File: config.mk
export PLATFORM = sky130hd
export DESIGN_NAME = quoted_column_extractor_core
export DESIGN_NICKNAME = d
export VERILOG_FILES = /design/src/sv/qce_pkg.sv /design/src/sv/quoted_column_extractor_core.sv /design/src/sv/qce_delim_match.sv /design/src/sv/qce_scan.sv /design/src/sv/qce_out_reg.sv
export SDC_FILE = /design/constraint.sdc
export NUM_CORES = 1
export LEC_CHECK = 0
export BUFFER_PORTS_ARGS = -buffer_cell sky130_fd_sc_hd__buf_4
export CORE_UTILIZATION = 53
export DETAILED_ROUTE_END_ITERATION = 16
export GPL_TIMING_DRIVEN = 0
export PLACE_DENSITY_LB_ADDON = 0.2
export SETUP_SLACK_MARGIN = 0.1
export SYNTH_ARGS = -nofsm -noshare
export SYNTH_HDL_FRONTEND = slang
export SYNTH_SLANG_ARGS = --single-unit
File: constraint.sdc
create_clock -name clk -period 6.2 [get_ports clk]
set_input_delay 0 -clock clk [delete_from_list [all_inputs] [get_ports clk]]
set_output_delay 0 -clock clk [all_outputs]
set_load 0.005 [all_outputs]
File: src/sv/qce_pkg.sv
// Shared types and constants for the quoted column extractor.
// No dependencies; imported by every module of the block.
package qce_pkg;

    localparam int unsigned BYTE_W  = 8;
    localparam int unsigned COUNT_W = 8;
    localparam int unsigned INDEX_W = 3;

    localparam logic [BYTE_W-1:0] QUOTE_BYTE = 8'h22;

    // Configuration register indexes
    localparam logic [INDEX_W-1:0] REG_TARGET_COLUMN = 3'd0;
    localparam logic [INDEX_W-1:0] REG_DELIM_A       = 3'd1;
    localparam logic [INDEX_W-1:0] REG_DELIM_B       = 3'd2;
    localparam logic [INDEX_W-1:0] REG_DELIM_C       = 3'd3;
    localparam logic [INDEX_W-1:0] REG_DELIM_D       = 3'd4;

    // Configuration reset values
    localparam logic [BYTE_W-1:0] RST_TARGET_COLUMN = 8'd0;
    localparam logic [BYTE_W-1:0] RST_DELIM_A       = 8'd32;
    localparam logic [BYTE_W-1:0] RST_DELIM_B       = 8'd9;
    localparam logic [BYTE_W-1:0] RST_DELIM_C       = 8'd0;
    localparam logic [BYTE_W-1:0] RST_DELIM_D       = 8'd0;

    // Number of delimiter slots that exist as registers
    localparam int unsigned NUM_SLOTS = 4;

    // Result status codes
    localparam logic [1:0] ST_BYTE  = 2'd0;
    localparam logic [1:0] ST_FOUND = 2'd1;
    localparam logic [1:0] ST_ERROR = 2'd2;

    typedef enum logic [2:0] {
        PH_SKIP   = 3'd0,
        PH_USKIP  = 3'd1,
        PH_QSKIP  = 3'd2,
        PH_QFIRST = 3'd3,
        PH_QIN    = 3'd4,
        PH_TCOL   = 3'd5,
        PH_DONE   = 3'd6
    } phase_t;

    typedef struct packed {
        logic              emit;
        logic [BYTE_W-1:0] ch;
        logic [1:0]        status;
    } result_t;

endpackage

File: src/sv/quoted_column_extractor_core.sv
// Top level of the quoted column extractor: input register, scanner, result register.
// Depends on qce_pkg, qce_delim_match, qce_scan and qce_out_reg.
//
// Usage:
//   Input channel (in_valid / in_stall, ch, end_of_line) carries one byte of a
//   text line per beat; a beat with end_of_line set closes the line and its ch
//   is ignored. Output channel (out_valid / out_stall, out_ch, status) carries
//   the bytes of the selected column with quotes removed (status 0), then one
//   closing beat per line: status 1 found or status 2 error, out_ch zero.
//   On an error the receiver drops the column bytes it has already taken.
//   Configuration channel (cfg_valid / cfg_ready, cfg_index, cfg_data) writes
//   target_column (0) and delim_a..delim_d (1..4); other indexes are dropped.
//   cfg_ready is always high; write only while the block is idle.
// Timing:
//   One byte per cycle sustained while the receiver does not stall. A beat
//   lands in the input register, then the scanner's single pass of compares
//   feeds the result register, where its result becomes visible.
// Reset:
//   rst_n clears both registers' valid flags, puts the scan at the start of a
//   line and restores the register defaults (column 0, space and tab).
// Stall:
//   A stalled result holds in the result register; the input register keeps
//   its byte and in_stall rises, so no beat is lost while the receiver waits.
module quoted_column_extractor_core #(
    parameter int unsigned NUM_DELIMS = 4
) (
    input  logic                         clk,
    input  logic                         rst_n,
    // input channel
    input  logic                         in_valid,
    output logic                         in_stall,
    input  logic [qce_pkg::BYTE_W-1:0]   ch,
    input  logic                         end_of_line,
    // output channel
    output logic                         out_valid,
    input  logic                         out_stall,
    output logic [qce_pkg::BYTE_W-1:0]   out_ch,
    output logic [1:0]                   status,
    // configuration channel
    input  logic                         cfg_valid,
    output logic                         cfg_ready,
    input  logic [qce_pkg::INDEX_W-1:0]  cfg_index,
    input  logic [qce_pkg::BYTE_W-1:0]   cfg_data
);
    import qce_pkg::*;

    // Configuration registers
    logic [BYTE_W-1:0] target_column_reg;
    logic [BYTE_W-1:0] delim_a_reg;
    logic [BYTE_W-1:0] delim_b_reg;
    logic [BYTE_W-1:0] delim_c_reg;
    logic [BYTE_W-1:0] delim_d_reg;

    // Input register
    logic              in_vld_reg;
    logic              in_vld_next;
    logic [BYTE_W-1:0] ch_reg;
    logic              eol_reg;

    logic              in_accept;
    logic              out_free;
    logic              step;
    logic              is_delim;
    result_t           res;

    logic [NUM_SLOTS-1:0][BYTE_W-1:0]  cfg_slots;
    logic [NUM_DELIMS-1:0][BYTE_W-1:0] slots;

    assign cfg_ready = 1'b1;

    always_ff @(posedge clk or negedge rst_n)
    begin
        if (!rst_n)
        begin
            target_column_reg <= RST_TARGET_COLUMN;
            delim_a_reg       <= RST_DELIM_A;
            delim_b_reg       <= RST_DELIM_B;
            delim_c_reg       <= RST_DELIM_C;
            delim_d_reg       <= RST_DELIM_D;
        end
        else if (cfg_valid && cfg_ready)
        begin
            unique case (cfg_index)
                REG_TARGET_COLUMN: target_column_reg <= cfg_data;
                REG_DELIM_A:       delim_a_reg       <= cfg_data;
                REG_DELIM_B:       delim_b_reg       <= cfg_data;
                REG_DELIM_C:       delim_c_reg       <= cfg_data;
                REG_DELIM_D:       delim_d_reg       <= cfg_data;
                default:           ;   // drop writes past the register list
            endcase
        end
    end

    // Slots past the fourth do not exist and read as unused
    assign cfg_slots = {delim_d_reg, delim_c_reg, delim_b_reg, delim_a_reg};

    for (genvar i = 0; i < NUM_DELIMS; i++)
    begin : g_slot
        if (i < NUM_SLOTS)
        begin : g_used
            assign slots[i] = cfg_slots[i];
        end
        else
        begin : g_none
            assign slots[i] = '0;
        end
    end

    // Advance the input beat whenever the result register can take its result.
    // A beat that yields no result also waits here, keeping results in order.
    assign out_free  = !out_valid || !out_stall;
    assign step      = in_vld_reg && out_free;
    assign in_stall  = in_vld_reg && !out_free;
    assign in_accept = in_valid && !in_stall;

    always_comb
    begin
        in_vld_next = in_vld_reg;
        if (in_accept)
        begin
            in_vld_next = 1'b1;
        end
        else if (step)
        begin
            in_vld_next = 1'b0;
        end
    end

    always_ff @(posedge clk or negedge rst_n)
    begin
        if (!rst_n)
        begin
            in_vld_reg <= 1'b0;
        end
        else
        begin
            in_vld_reg <= in_vld_next;
        end
    end

    always_ff @(posedge clk)
    begin
        if (in_accept)
        begin
            ch_reg  <= ch;
            eol_reg <= end_of_line;
        end
    end

    qce_delim_match #(
        .NUM_DELIMS (NUM_DELIMS)
    ) u_match (
        .ch       (ch_reg),
        .slots    (slots),
        .is_delim (is_delim)
    );

    qce_scan u_scan (
        .clk           (clk),
        .rst_n         (rst_n),
        .step          (step),
        .ch            (ch_reg),
        .eol           (eol_reg),
        .is_delim      (is_delim),
        .target_column (target_column_reg),
        .res           (res)
    );

    qce_out_reg u_out (
        .clk       (clk),
        .rst_n     (rst_n),
        .load      (step),
        .res       (res),
        .out_stall (out_stall),
        .out_valid (out_valid),
        .out_ch    (out_ch),
        .status    (status)
    );

endmodule

File: src/sv/qce_delim_match.sv
// Parallel compare of one byte against the delimiter slots.
// Depends on qce_pkg.
module qce_delim_match #(
    parameter int unsigned NUM_DELIMS = 4
) (
    input  logic [qce_pkg::BYTE_W-1:0]                  ch,
    input  logic [NUM_DELIMS-1:0][qce_pkg::BYTE_W-1:0]  slots,
    output logic                                        is_delim
);
    import qce_pkg::*;

    logic [NUM_DELIMS-1:0] hit;

    // A zero slot is unused and never matches
    always_comb
    begin
        for (int i = 0; i < NUM_DELIMS; i++)
        begin
            hit[i] = (slots[i] != '0) && (slots[i] == ch);
        end
    end

    assign is_delim = |hit;

endmodule

File: src/sv/qce_scan.sv
// Line scanner state machine: phase and column count, one byte per step.
// Depends on qce_pkg.
module qce_scan (
    input  logic                        clk,
    input  logic                        rst_n,
    input  logic                        step,
    input  logic [qce_pkg::BYTE_W-1:0]  ch,
    input  logic                        eol,
    input  logic                        is_delim,
    input  logic [qce_pkg::COUNT_W-1:0] target_column,
    output qce_pkg::result_t            res
);
    import qce_pkg::*;

    phase_t             phase_reg;
    phase_t             phase_next;
    logic [COUNT_W-1:0] count_reg;
    logic [COUNT_W-1:0] count_next;
    logic               is_quote;

    assign is_quote = (ch == QUOTE_BYTE);

    always_ff @(posedge clk or negedge rst_n)
    begin
        if (!rst_n)
        begin
            phase_reg <= PH_SKIP;
            count_reg <= '0;
        end
        else if (step)
        begin
            phase_reg <= phase_next;
            count_reg <= count_next;
        end
    end

    // Next state
    always_comb
    begin
        phase_next = phase_reg;
        count_next = count_reg;
        if (eol)
        begin
            phase_next = PH_SKIP;
            count_next = '0;
        end
        else
        begin
            unique case (phase_reg)
                PH_USKIP:
                begin
                    if (is_delim)
                    begin
                        count_next = count_reg + 1'b1;
                        phase_next = PH_SKIP;
                    end
                end
                PH_QSKIP:
                begin
                    if (is_quote)
                    begin
                        count_next = count_reg + 1'b1;
                        phase_next = PH_SKIP;
                    end
                end
                PH_QFIRST:
                begin
                    phase_next = is_quote ? PH_DONE : PH_QIN;
                end
                PH_QIN:
                begin
                    if (is_quote)
                    begin
                        phase_next = PH_DONE;
                    end
                end
                PH_TCOL:
                begin
                    if (is_delim)
                    begin
                        phase_next = PH_DONE;
                    end
                end
                PH_DONE:
                begin
                    phase_next = PH_DONE;
                end
                default:
                begin
                    if (is_delim)
                    begin
                        phase_next = PH_SKIP;
                    end
                    else if (count_reg == target_column)
                    begin
                        phase_next = is_quote ? PH_QFIRST : PH_TCOL;
                    end
                    else
                    begin
                        phase_next = is_quote ? PH_QSKIP : PH_USKIP;
                    end
                end
            endcase
        end
    end

    // Outputs
    always_comb
    begin
        res.emit   = 1'b0;
        res.ch     = '0;
        res.status = ST_BYTE;
        unique case (phase_reg) inside
            PH_USKIP, PH_QSKIP:
            begin
                if (eol)
                begin
                    res.emit   = 1'b1;
                    res.status = ST_ERROR;
                end
            end
            PH_QFIRST:
            begin
                res.emit = 1'b1;
                if (eol || is_quote)
                begin
                    res.status = ST_ERROR;
                end
                else
                begin
                    res.ch = ch;
                end
            end
            PH_QIN:
            begin
                res.emit = 1'b1;
                if (eol)
                begin
                    res.status = ST_ERROR;
                end
                else if (is_quote)
                begin
                    res.status = ST_FOUND;
                end
                else
                begin
                    res.ch = ch;
                end
            end
            PH_TCOL:
            begin
                res.emit = 1'b1;
                if (eol || is_delim)
                begin
                    res.status = ST_FOUND;
                end
                else
                begin
                    res.ch = ch;
                end
            end
            PH_DONE:
            begin
                res.emit = 1'b0;
            end
            default:
            begin
                if (eol)
                begin
                    res.emit   = 1'b1;
                    res.status = ST_ERROR;
                end
                else if (!is_delim && (count_reg == target_column) && !is_quote)
                begin
                    res.emit = 1'b1;
                    res.ch   = ch;
                end
            end
        endcase
    end

endmodule

File: src/sv/qce_out_reg.sv
// Result register on the output channel; holds a beat while the receiver stalls.
// Depends on qce_pkg.
module qce_out_reg (
    input  logic                       clk,
    input  logic                       rst_n,
    input  logic                       load,
    input  qce_pkg::result_t           res,
    input  logic                       out_stall,
    output logic                       out_valid,
    output logic [qce_pkg::BYTE_W-1:0] out_ch,
    output logic [1:0]                 status
);
    import qce_pkg::*;

    logic              valid_reg;
    logic              valid_next;
    logic [BYTE_W-1:0] ch_reg;
    logic [1:0]        status_reg;

    always_comb
    begin
        valid_next = valid_reg;
        if (load)
        begin
            valid_next = res.emit;
        end
        else if (valid_reg && !out_stall)
        begin
            valid_next = 1'b0;
        end
    end

    always_ff @(posedge clk or negedge rst_n)
    begin
        if (!rst_n)
        begin
            valid_reg <= 1'b0;
        end
        else
        begin
            valid_reg <= valid_next;
        end
    end

    always_ff @(posedge clk)
    begin
        if (load && res.emit)
        begin
            ch_reg     <= res.ch;
            status_reg <= res.status;
        end
    end

    assign out_valid = valid_reg;
    assign out_ch    = ch_reg;
    assign status    = status_reg;

endmodule

Yosys cells after proc, flatten, opt, wreduce, memory -nomap -nowiden
Index checks and enable logic that the tools add are counted.
{"block": "totals", "input_bits": 25, "out_inout_bits": 13, "ff_bits": 72, "word_cells": 108}
{"block": "op_classes", "reduce_logical": 39, "n_mux": 35, "add_sub_neg": 1, "eq_ne": 20}
{"op": "8-bit two-way mux", "count": 8}
{"op": "8-bit == test", "count": 5}
{"op": "8-bit case mux with 4 select lines", "count": 1}
{"op": "8-bit nonzero test", "count": 4}
{"op": "3-bit two-way mux", "count": 8}
{"op": "3-bit case mux with 6 select lines", "count": 1}
{"op": "8-bit case mux with 2 select lines", "count": 1}
{"op": "3-bit by 2-bit == test with 1-bit output, second input constant", "count": 4}
{"op": "3-bit == test, second input constant", "count": 4}
{"op": "3-bit by 2-bit != test with 1-bit output, second input constant", "count": 4}
{"op": "1-bit logical AND", "count": 11}
{"op": "2-bit two-way mux", "count": 5}
{"op": "2-bit AND reduction", "count": 5}
{"op": "9-bit two-way mux", "count": 1}
{"op": "8-bit by 1-bit adder with 8-bit output, second input constant", "count": 1}
{"op": "8-bit by 6-bit == test with 1-bit output, second input constant", "count": 1}
{"op": "1-bit two-way mux", "count": 8}
{"op": "2-bit case mux with 4 select lines", "count": 1}
{"op": "3-bit by 1-bit == test with 1-bit output, second input constant", "count": 2}
{"op": "1-bit logical NOT", "count": 6}
{"op": "3-bit OR reduction", "count": 2}
{"op": "5-bit AND reduction", "count": 1}
{"op": "4-bit AND reduction", "count": 1}
{"op": "2-bit nonzero test", "count": 2}
{"op": "6 further kinds", "count": 8}

Depth between registers and ports, before layout
Gate-level depths: netlist of the first run.
{"block": "logic_depth", "depth_word": 10, "depth_mapped": 9, "depth_no_buf": 7}

By module
From an unflattened synthesis of the first run, not the netlist that was laid out.
{"block": "hier_totals", "hier_cells": 309, "area_unflattened_um2": 3779.9}
{"mod": "quoted_column_extractor_core", "instances": 1, "area_each_um2": 1870.5, "cells_per_inst": 105, "seq_area_each_um2": 1300.0}
{"mod": "qce_scan", "instances": 1, "area_each_um2": 1147.4, "cells_per_inst": 137, "seq_area_each_um2": 275.3}
{"mod": "qce_delim_match", "instances": 1, "area_each_um2": 416.6, "cells_per_inst": 53, "seq_area_each_um2": 0.0}
{"mod": "qce_out_reg", "instances": 1, "area_each_um2": 345.3, "cells_per_inst": 14, "seq_area_each_um2": 325.3}

Worst setup path after synthesis of the first run
No wires, ideal clock.
{"block": "synth_timing", "kind": "register to register", "startpoint": "reg delim_a_reg[7]", "endpoint": "reg u_out.ch_reg[0], in the netlist u_out.out_ch[0], enable pin", "stages_incl_launch_ff": 9, "setup_slack_ns": 3.665, "t_required_ns": 5.817, "period_less_slack_ns": 2.535, "setup_ns": 0.383, "arrival_time_ns": 2.151, "n_path_buf": 1, "path_cell_list": "dfrtp_1 nor4_1 a211oi_1 nand4_1 o31ai_2 buf_6 nor3_1 o22ai_1 a31oi_1"}
{"block": "synth_between", "elab_chain_len": 10, "elab_cells_between_ends": 11, "cone_classes": "eq/ne (1); mux (3); reduce/logical (7)"}
{"element": "start, declared", "line": "quoted_column_extractor_core.sv:49", "rtl": "logic [BYTE_W-1:0] delim_a_reg;"}
{"element": "start signal, assigned", "line": "quoted_column_extractor_core.sv:85", "rtl": "REG_DELIM_A: delim_a_reg <= cfg_data;"}
{"element": "8-bit == test or 8-bit nonzero test (tied branches)", "line": "qce_delim_match.sv:19", "rtl": "hit[i] = (slots[i] != '0) && (slots[i] == ch);"}
{"element": "1-bit logical AND *", "line": "qce_delim_match.sv:19"}
{"element": "4-bit OR reduction *", "line": "qce_delim_match.sv:23", "rtl": "assign is_delim = |hit;"}
{"element": "1-bit logical NOT *", "line": "qce_scan.sv:173", "rtl": "else if (!is_delim && (count_reg == target_column) && !is_quote)"}
{"element": "1-bit logical AND * (2 in a row)", "line": "qce_scan.sv:173"}
{"element": "9-bit two-way mux *", "line": "qce_scan.sv:173"}
{"element": "1-bit two-way mux *", "line": "qce_scan.sv:168", "rtl": "if (eol)"}
{"element": "1-bit case mux with 3 select lines *", "line": "qce_scan.sv:113", "rtl": "unique case (phase_reg) inside"}
{"element": "1-bit logical AND *", "line": "qce_out_reg.sv:47", "rtl": "if (load && res.emit)"}
{"element": "end signal, assigned", "line": "qce_out_reg.sv:49", "rtl": "ch_reg <= res.ch;"}
{"element": "end, declared", "line": "qce_out_reg.sv:17", "rtl": "logic [BYTE_W-1:0] ch_reg;"}
Every way passes the cells marked *; elsewhere a longest branch is shown, timed or not.
A chain may end at the register's enable or synchronous reset.

Final worst setup path of the first run
{"block": "layout_timing", "startpoint": "reg delim_a_reg[2]", "endpoint": "reg u_out.status_reg[0], in the netlist u_out.status[0], enable pin"}
{"block": "layout_between", "elab_chain_len": 10, "elab_cells_between_ends": 11, "cone_classes": "eq/ne (1); mux (3); reduce/logical (7)"}
{"element": "8-bit == test or 8-bit nonzero test (tied branches)", "line": "qce_delim_match.sv:19"}
{"element": "1-bit logical AND *", "line": "qce_delim_match.sv:19"}
{"element": "4-bit OR reduction *", "line": "qce_delim_match.sv:23"}
{"element": "1-bit logical NOT *", "line": "qce_scan.sv:173"}
{"element": "1-bit logical AND * (2 in a row)", "line": "qce_scan.sv:173"}
{"element": "9-bit two-way mux *", "line": "qce_scan.sv:173"}
{"element": "1-bit two-way mux *", "line": "qce_scan.sv:168"}
{"element": "1-bit case mux with 3 select lines *", "line": "qce_scan.sv:113"}
{"element": "1-bit logical AND *", "line": "qce_out_reg.sv:47"}
{"element": "end signal, assigned", "line": "qce_out_reg.sv:50", "rtl": "status_reg <= res.status;"}
{"element": "end, declared", "line": "qce_out_reg.sv:18", "rtl": "logic [1:0] status_reg;"}
Marked as above.

==> impl_metrics.toml, run 1 <==
[setup_path]
cp.arrival_ns = 3.06
crit_required_ns = 6.18
critPathSlowestCell = "a31oi_1"
ff2ff_setup_slack_ns = 3.12
cp_cell_sequence = "nor4_1 > a211oi_1 > nand4_1 > o31ai_2 > buf_6 > nor3_1 > o22ai_1 > a31oi_1"
crit_fanout = 10
worstSetupPathType = "flop to flop"
slowest_delay_ns = 0.82
cp-end-kind = "flop"
critPathLaunchType = "flop"

[global_route]
grt_use_met1 = 0.343
globalRouteOverflowTotal = 0
busiest_layer = "met2"
grt_max_degree = 54
grt_pass1_wl_um = 14000
first_global_vias = 2817
use_met3 = 0.0457
grtUsageTotal = 0.254
use_met2 = 0.397
grt_antenna_before_repair = 0

[route]
routed_wl_um = 8680
avgViaCountPerCell = 5.75
drc = 0
postRouteAntennaNets = 0
drtIter0Drc = 175
firstDrtPassIters = 5
vias = 2889
wl_per_cell_um = 17.3

[timing]
fin_setup_tns_ns = 0
maxSlewViolCount = 0
period_share = 0.496
rsz0062_at_grt = "false"
fmax_ghz = 0.325
clock_skew_ns = 0.0103
worst_pin_slew_ns = 1.10
final-hold-violation-count = 0
slew_headroom = 0.261
fin_crit_ns = 3.08
whs_ns = 0.217
setup_viol = 0

[floorplanning]
dieArea_um2 = 7540
die_w_um = 86.8
core_um2 = 6870
io_pins = 38
initial_core_util = 0.555
fp-row-count = 30
die_height_um = 86.8

[place]
gp_congestion = 0.947
dpl.hpwl_um = 5690
io_buffers = 34

[pwr]
p_leak_nw = 1.88
irDropWorstVdd_mv = 0.212
power_density_nw_per_um2 = 316

[layout]
fillers = 541
drive_gt1_frac = 0.286
syn_to_final_growth_pct = 21.7
nNetsFinal = 427
mostFrequentLayoutCell = "dfrtp_1"
layout_common_cells = "dfrtp_1 (50), buf_4 (40), mux2_2 (40)"
diodes = 0

[clocking]
clock_latency_ns = 0.36
numCtsBuffers = 9
cts_resized = 0
clk_pin_slew_ns = 0.08
htree_num_levels = 3
cts_tree = "done"
cts.sinks = 72
root_buffer = "clkbuf_8"
cts_buffer_depth = 2

[logic_synthesis]
async_flop_share = 0.736
synth_flop_cell = "dfrtp_1"
synth_edf_count = 19
syn_area_um2 = 3810
ys_warn_count = 0
synth.ff_latch_count = 72
syn_inst = 335
synth_nets = 361
ys_seq_area_frac = 0.498
postSynthAreaPerCell_um2 = 11.4
yosysUniqueCellTypes = 50

[flow_run]
drv_cap = 0

[status]
status = "complete, no violations"

[worst_hold_path]
hp-class = "input port to asynchronous set/reset pin"
[logic make-up (layout without fill, tap and decap cells)]
family | Yosys count | after routing | share of synthesized area
fa+ha+maj | 1 | 1 | 0.00328
xor+xnor | 40 | 40 | 0.0918
flops | 72 | 72 | 0.498
compound gates | 47 | 47 | 0.0892
buf+inv | 29 | 100 | 0.0403
other cells | 1 | 1 | 0.000983
simple gates | 100 | 100 | 0.145
mux | 45 | 45 | 0.131
[synth_stat cells (all sizes together), types with 6 or more instances]
cell	count	share of area
inv	7	0.0069
dfrtp	50	0.33
nor4	16	0.035
nand2	26	0.026
and2	9	0.015
clkbuf	6	0.0059
nand3	11	0.014
mux2	40	0.12
nor3	9	0.012
o21ai	11	0.014
edfxtp	19	0.15
nor2	9	0.0089
xnor2	16	0.037
nand4	9	0.015
nand2b	7	0.011
buf	14	0.026
xor2	24	0.055
a211oi	6	0.013
[layout make-up]
cell class | instances | area [um^2] | share of cell area
well taps | 96 | 120 | 0.0259
multi-input cells | 234 | 1760 | 0.379
clock buffers | 10 | 128 | 0.0275
inverters | 9 | 33.8 | 0.00727
clock inverters | 6 | 116 | 0.0251
plain buffers | 20 | 120 | 0.0259
flip-flops and latches | 72 | 1900 | 0.409
repair buffers | 55 | 465 | 0.100
[path summary, 6_finish.rpt]
path	from	to	cells after the start
worst max-delay path	delim_a_reg[2]$_DFFE_PN0P_	u_out.status[0]$_DFFE_PP_	8
worst min-delay path	rst_n	delim_d_reg[2]$_DFFE_PN0P_	2
worst max register to register	delim_a_reg[2]$_DFFE_PN0P_	u_out.status[0]$_DFFE_PP_	8
worst min register to register	target_column_reg[5]$_DFFE_PN0P_	target_column_reg[5]$_DFFE_PN0P_	1
max in group asynchronous	rst_n	target_column_reg[7]$_DFFE_PN0P_	2
min in group clk	cfg_index[2]	delim_d_reg[4]$_DFFE_PN0P_	4
[stage by stage]
step                      std cells  power, mW  setup slack [ns]  cell area [um^2]  utilization
final                           502       1.47              3.12              4640        0.676
after global routing            502       1.53              2.96              4640        0.676
after CTS                       502       1.47              3.14              4640        0.676
after detailed placement        465      0.994              3.15              4190        0.610
after global placement          465      0.981              3.19              4190        0.610
after floorplan                 335      0.889              3.67              3810            -
[power by group]
| group | leakage [nW] | internal, mW | total (mW) | switching [mW] |
|---|---|---|---|---|
| sequential | 0.833 | 0.582 | 0.649 | 0.0674 |
| combinational | 0.927 | 0.176 | 0.354 | 0.178 |
| clock | 0.121 | 0.270 | 0.464 | 0.193 |
[per-layer routing]
layer,wire (um),vias to the layer above
met1,3840,1409
met3,487,22
li1,-,1347
met5,0,-
met2,4150,111
met4,196,0
[critical path: cells and delay by family, from the launching register on]
family | cells | cell delay (ns)
AO/OA/AOI/OAI | 4 | 1.19
buffers and inverters | 1 | 0.15
flip-flops | 1 | 0.42
AND/OR/NAND/NOR | 3 | 0.94
[timing repair]
item | in CTS | in global routing
buffers inserted | 0 | 0
hold buffers | 21 | 0
hold endpoints to repair | 101 | 0
No activity file was read; power rests on OpenSTA's default activity.
==> run 2, diff against run 1 <==
Clock period 6.2 ns to 3.1 ns, I/O delays scaled along.
==> run 2 against run 1 <==
Compared with the run above: design area grew 0.13%; non-clock buffer count is the same; via count fell by 0.97%; clock skew hardly changed; final cell count stayed put; total power increased by 100%; hold slack is essentially flat; flip-flop and latch count is the same; sequential power rose by 100%; utilization grew 0.091 points; sequential share of layout area is 0.055 points lower; largest power group unchanged.
==> impl_metrics.toml, run 2 (synthesized netlist as in run 1, its figures left out) <==
[status]
status = "complete, no violations"

[clocking]
cts_tree = "done"
clock_latency_ns = 0.36
clk_pin_slew_ns = 0.08
numCtsBuffers = 9
root_buffer = "clkbuf_8"
cts_buffer_depth = 2
htree_num_levels = 3
cts.sinks = 72

[layout]
nNetsFinal = 427
syn_to_final_growth_pct = 21.9
layout_common_cells = "dfrtp_1 (50), buf_4 (40), mux2_2 (40)"
finalNonFillerCells = 502
diodes = 0
drive_gt1_frac = 0.288
mostFrequentLayoutCell = "dfrtp_1"
finish.utilization = 0.677

[pwr]
switchingPower_mw = 0.880
power_frac_seq = 0.442
clkPwrFrac = 0.317
irDropWorstVdd_mv = 0.424
power_density_nw_per_um2 = 631
p_sw_frac = 0.300
p_int_mw = 2.06
p_leak_nw = 1.88
pwr-share-comb = 0.242

[flow_run]
drv_cap = 0

[route]
wl_per_cell_um = 17.2
vias = 2861
routed_wl_um = 8650
postRouteAntennaNets = 0
firstDrtPassIters = 5
drc = 0
avgViaCountPerCell = 5.70
drtIter0Drc = 183

[timing]
final-hold-violation-count = 0
rsz0062_at_grt = "false"
clock_skew_ns = 0.00987
slew_headroom = 0.261
maxSlewViolCount = 0
fin_ws_ns = 0.321
period_share = 0.897
fin_crit_ns = 2.78
setup_viol = 0
fin_setup_tns_ns = 0
fmax_ghz = 0.360
worst_pin_slew_ns = 1.10

[global_route]
first_global_vias = 2810
grt_antenna_before_repair = 0
grt_pass1_wl_um = 14000
grtUsageTotal = 0.253
grt_max_degree = 54
globalRouteOverflowTotal = 0

[setup_path]
ff2ff_setup_slack_ns = 0.32
crit_fanout = 10
r2r-start = "delim_a_reg[2]$_DFFE_PN0P_"
startpoint = "delim_a_reg[2]$_DFFE_PN0P_"
cp.arrival_ns = 2.78
worstSetupPathType = "flop to flop"
r2r_end = "u_out.status[0]$_DFFE_PP_"
critPathLaunchType = "flop"
crit_required_ns = 3.10
reg2reg_depth = 8
cp-end-kind = "flop"

[place]
pre_cts_ws_ns = 0.0456
io_buffers = 34
dpl.hpwl_um = 5690
gp_congestion = 0.947
dp.cells = 465

[floorplanning]
dieArea_um2 = 7540
initial_core_util = 0.555
core_um2 = 6870
die_height_um = 86.8
fp-row-count = 30
io_pins = 38
die_w_um = 86.8

[worst_hold_path]
hp-class = "input port to asynchronous set/reset pin"
run 2: cell types whose count changed in the layout (fill, tap and decap cells not counted):
cell / change
a31oi_1: -1
a31oi_2: +1
run 2: layer usage:
metal  GRT usage  wire length [um]  vias to the layer above
met2       0.396              4160                      102
met1       0.343              3900                     1397
met3      0.0457               422                       16
met4       0.120               167                        0
met5           0                 0                        -
li1            -                 -                     1346
run 2: per-stage QoR:
| stage | total power, mW | cell area, um^2 | hold WS [ns] |
|---|---|---|---|
| floorplan | 1.78 | 3810 | -0.296 |
| global placement | 1.96 | 4190 | 0.0778 |
| detailed placement | 1.99 | 4190 | 0.0834 |
| CTS | 2.94 | 4650 | 0.225 |
| global route | 3.07 | 4650 | 0.253 |
| finish | 2.94 | 4650 | 0.217 |
run 2: power by group through the flow:
stage	combinational, mW	sequential [mW]	clock (mW)
2_1_floorplan	0.492	1.28	0
3_3_place_gp	0.655	1.31	0
3_5_place_dp	0.674	1.31	0
4_1_cts	0.702	1.29	0.939
5_1_grt	0.782	1.32	0.969
6_report	0.709	1.30	0.929
run 2: critical path, cell delays in order (launching register included):
cell,delay [ns]
dfrtp_1,0.42
nor4_1,0.32
a211oi_1,0.13
nand4_1,0.15
o31ai_2,0.10
buf_6,0.15
nor3_1,0.45
o22ai_1,0.15
a31oi_2,0.54
run 2: worst max path at each step:
stage / endpoint / slack [ns] / cells past startpoint
2_1_floorplan: u_out.out_ch[0]$_DFFE_PP_ / 0.57 / 8
3_3_place_gp: u_out.out_ch[0]$_DFFE_PP_ / 0.09 / 8
3_5_place_dp: u_out.out_ch[0]$_DFFE_PP_ / 0.05 / 8
4_1_cts: u_out.status[0]$_DFFE_PP_ / 0.32 / 8
5_1_grt: u_out.out_ch[1]$_DFFE_PP_ / 0.18 / 8
6_report: u_out.status[0]$_DFFE_PP_ / 0.32 / 8
run 2: cell type report:
class,instances,area (um^2)
clock buffers,10,128
multi-input cells,234,1770
inverters,9,33.8
flip-flops and latches,72,1900
clock inverters,6,116
plain buffers,20,120
repair buffers,55,465
fillers,540,2220
well taps,96,120
run 2: repair_timing:
action                     in CTS  in global routing
hold buffers                   21                  0
gates resized for setup         1                  0
setup buffers                   0                  0
setup endpoints to repair      10                  0
hold endpoints to repair      101                  0
==> run 3, diff against run 2 <==
Settings changed: ABC_AREA set to 1.
==> run 3 against run 2 <==
Compared with the run above: largest cell class unchanged; combinational power rose by 52%; clock skew fell by 0.0015 ns; via count rose by 12%; hold slack got worse by 0.19 ns; clock power fell by 18%.
==> impl_metrics.toml, run 3 <==
[clocking]
cts_buffer_depth = 2
numCtsBuffers = 9
clock_latency_ns = 0.34
htree_num_levels = 3
root_buffer = "clkbuf_8"
cts.sinks = 72
cts_tree = "done"
clk_pin_slew_ns = 0.08

[logic_synthesis]
synth.most_common_cell = "nand2_1"
synth_flop_cell = "dfrtp_1"
synth_nets = 490
yosysTopAreaCell = "dfrtp_1"
ys_seq_area_frac = 0.502
synth.ff_latch_count = 72
syn_area_um2 = 3790
postSynthAreaPerCell_um2 = 8.16
yosys.area.top_type_share = 0.330
yosysUniqueCellTypes = 36
syn_inst = 464
ys_warn_count = 0
async_flop_share = 0.736
yosys-top-cells-area = "dfrtp_1 (33%), edfxtp_1 (15%), nand2_1 (15%)"
synthTopCellsByCount = "nand2_1 (152), nor2_1 (51), dfrtp_1 (50), o21ai_0 (45), inv_1 (39)"
synth_edf_count = 19

[setup_path]
ff2ff_setup_slack_ns = 0.59
cp_cell_sequence = "inv_2 > nand2_1 > nand2_1 > nand2_1 > nor2_1 > nand3_1 > nand2_2 > nor2_4 > nand2_2 > nand3_1 > nand2_1 > nor2_1"
crit_top_cell = "nand2_1"
reg2reg_depth = 12
cp-end-kind = "flop"
worstSetupPathType = "flop to flop"
crit_buf_inv = 1
critPathSlowestCell = "edfxtp_1"
slowest_delay_ns = 0.57
r2r_end = "u_out.out_ch[0]$_DFFE_PP_"
critPathLaunchType = "flop"
crit_required_ns = 3.07
r2r-start = "ch_reg[7]$_DFFE_PP_"
crit_family = "simple AND/OR/NAND/NOR gates"
crit_fanout = 10
cp.arrival_ns = 2.48

[layout]
design_area_um2 = 4510
finish.utilization = 0.660
drive_gt1_frac = 0.153
fillers = 579
nNetsFinal = 549
finalNonFillerCells = 624
mostFrequentLayoutCell = "nand2_1"
diodes = 0
layout_common_cells = "nand2_1 (152), nor2_1 (51), dfrtp_1 (50)"
syn_to_final_growth_pct = 19.0

[timing]
setup_viol = 0
whs_ns = 0.0316
clock_skew_ns = 0.00834
worst_pin_slew_ns = 0.736
slew_headroom = 0.507
maxSlewViolCount = 0
fin_ws_ns = 0.595
rsz0062_at_grt = "false"
fmax_ghz = 0.399
fin_setup_tns_ns = 0
fin_crit_ns = 2.51
final-hold-violation-count = 0
period_share = 0.808

[route]
drc = 0
postRouteAntennaNets = 0
wl_per_cell_um = 13.4
routed_wl_um = 8380
drtIter0Drc = 157
firstDrtPassIters = 4
avgViaCountPerCell = 5.15
vias = 3214

[floorplanning]
core_um2 = 6830
initial_core_util = 0.554
dieArea_um2 = 7490
die_w_um = 86.5
die_height_um = 86.5
io_pins = 38
fp-row-count = 30

[pwr]
irDropWorstVdd_mv = 0.263
p_leak_nw = 2.13
power_density_nw_per_um2 = 720
total_power_mw = 3.25

[place]
gp_congestion = 0.871
pre_cts_ws_ns = 0.659
io_buffers = 36
dp.cells = 596
dpl.hpwl_um = 5870
place_area_um2 = 4180

[flow_run]
drv_cap = 0

[worst_hold_path]
min_path_cells = 3
hp-start = "cfg_data[2]"
min_to = "delim_d_reg[2]$_DFFE_PN0P_"
hp-class = "input port to flop"

[global_route]
grt_pass1_wl_um = 13800
globalRouteOverflowTotal = 0
grt_antenna_before_repair = 0
first_global_vias = 2942
grtUsageTotal = 0.246
grt_max_degree = 54

[status]
status = "complete, no violations"
==> run 3: layer usage <==
| metal | vias up | routed length, um | track usage |
|---|---|---|---|
| li1 | 1587 | - | - |
| met5 | - | 0 | 0 |
| met2 | 92 | 4050 | 0.398 |
| met1 | 1521 | 3720 | 0.330 |
| met3 | 14 | 473 | 0.0390 |
| met4 | 0 | 141 | 0.106 |
==> run 3: worst register-to-register path, stage by stage (launching register included) <==
cell	delay, ns
edfxtp_1	0.57
inv_2	0.12
nand2_1	0.08
nand2_1	0.05
nand2_1	0.07
nor2_1	0.05
nand3_1	0.09
nand2_2	0.07
nor2_4	0.20
nand2_2	0.11
nand3_1	0.09
nand2_1	0.08
nor2_1	0.57
==> run 3: area by class of cell <==
| cell class | instances | area [um^2] | area share |
|---|---|---|---|
| plain buffers | 16 | 103 | 0.0228 |
| clock buffers | 12 | 188 | 0.0416 |
| clock inverters | 4 | 22.5 | 0.00500 |
| inverters | 42 | 160 | 0.0355 |
| multi-input cells | 334 | 1620 | 0.360 |
| flip-flops and latches | 72 | 1900 | 0.422 |
| well taps | 96 | 120 | 0.0266 |
| repair buffers | 48 | 390 | 0.0866 |
==> run 3: what timing repair did <==
item	in CTS	in global routing
setup endpoints to repair	0	0
endpoints found under the hold margin	61	0
setup buffers	0	0
resized for setup	0	0
hold buffers	12	0
==> run 3: how the worst max path moves through the flow <==
stage / start / to / slack (ns) / cells after the start
after floorplan: delim_b_reg[3]$_DFFE_PN1P_ / u_out.out_ch[0]$_DFFE_PP_ / 1.01 / 12
after global placement: ch_reg[7]$_DFFE_PP_ / u_out.out_ch[6]$_DFFE_PP_ / 0.71 / 12
after detailed placement: ch_reg[7]$_DFFE_PP_ / u_out.out_ch[7]$_DFFE_PP_ / 0.66 / 12
after CTS: ch_reg[7]$_DFFE_PP_ / u_out.out_ch[0]$_DFFE_PP_ / 0.61 / 12
after global routing: ch_reg[7]$_DFFE_PP_ / u_out.out_ch[0]$_DFFE_PP_ / 0.46 / 12
final: ch_reg[7]$_DFFE_PP_ / u_out.out_ch[0]$_DFFE_PP_ / 0.59 / 12
==> run 3: report_power, final <==
part	internal, mW	switching [mW]
registers	1.24	0.166
clock network	0.406	0.353
logic	0.480	0.602
total	2.12	1.12
==> run 3: cell families (layout without fill, tap and decap cells) <==
group / after synthesis / after routing / synth area share
XOR/XNOR: 34 / 34 / 0.0786
AND/OR/NAND/NOR: 242 / 242 / 0.266
flip-flops: 72 / 72 / 0.502
adder cells (fa/ha/maj): 1 / 1 / 0.00330
other: 1 / 1 / 0.000990
buffers and inverters: 58 / 122 / 0.0694
AO/OA/AOI/OAI: 56 / 56 / 0.0803
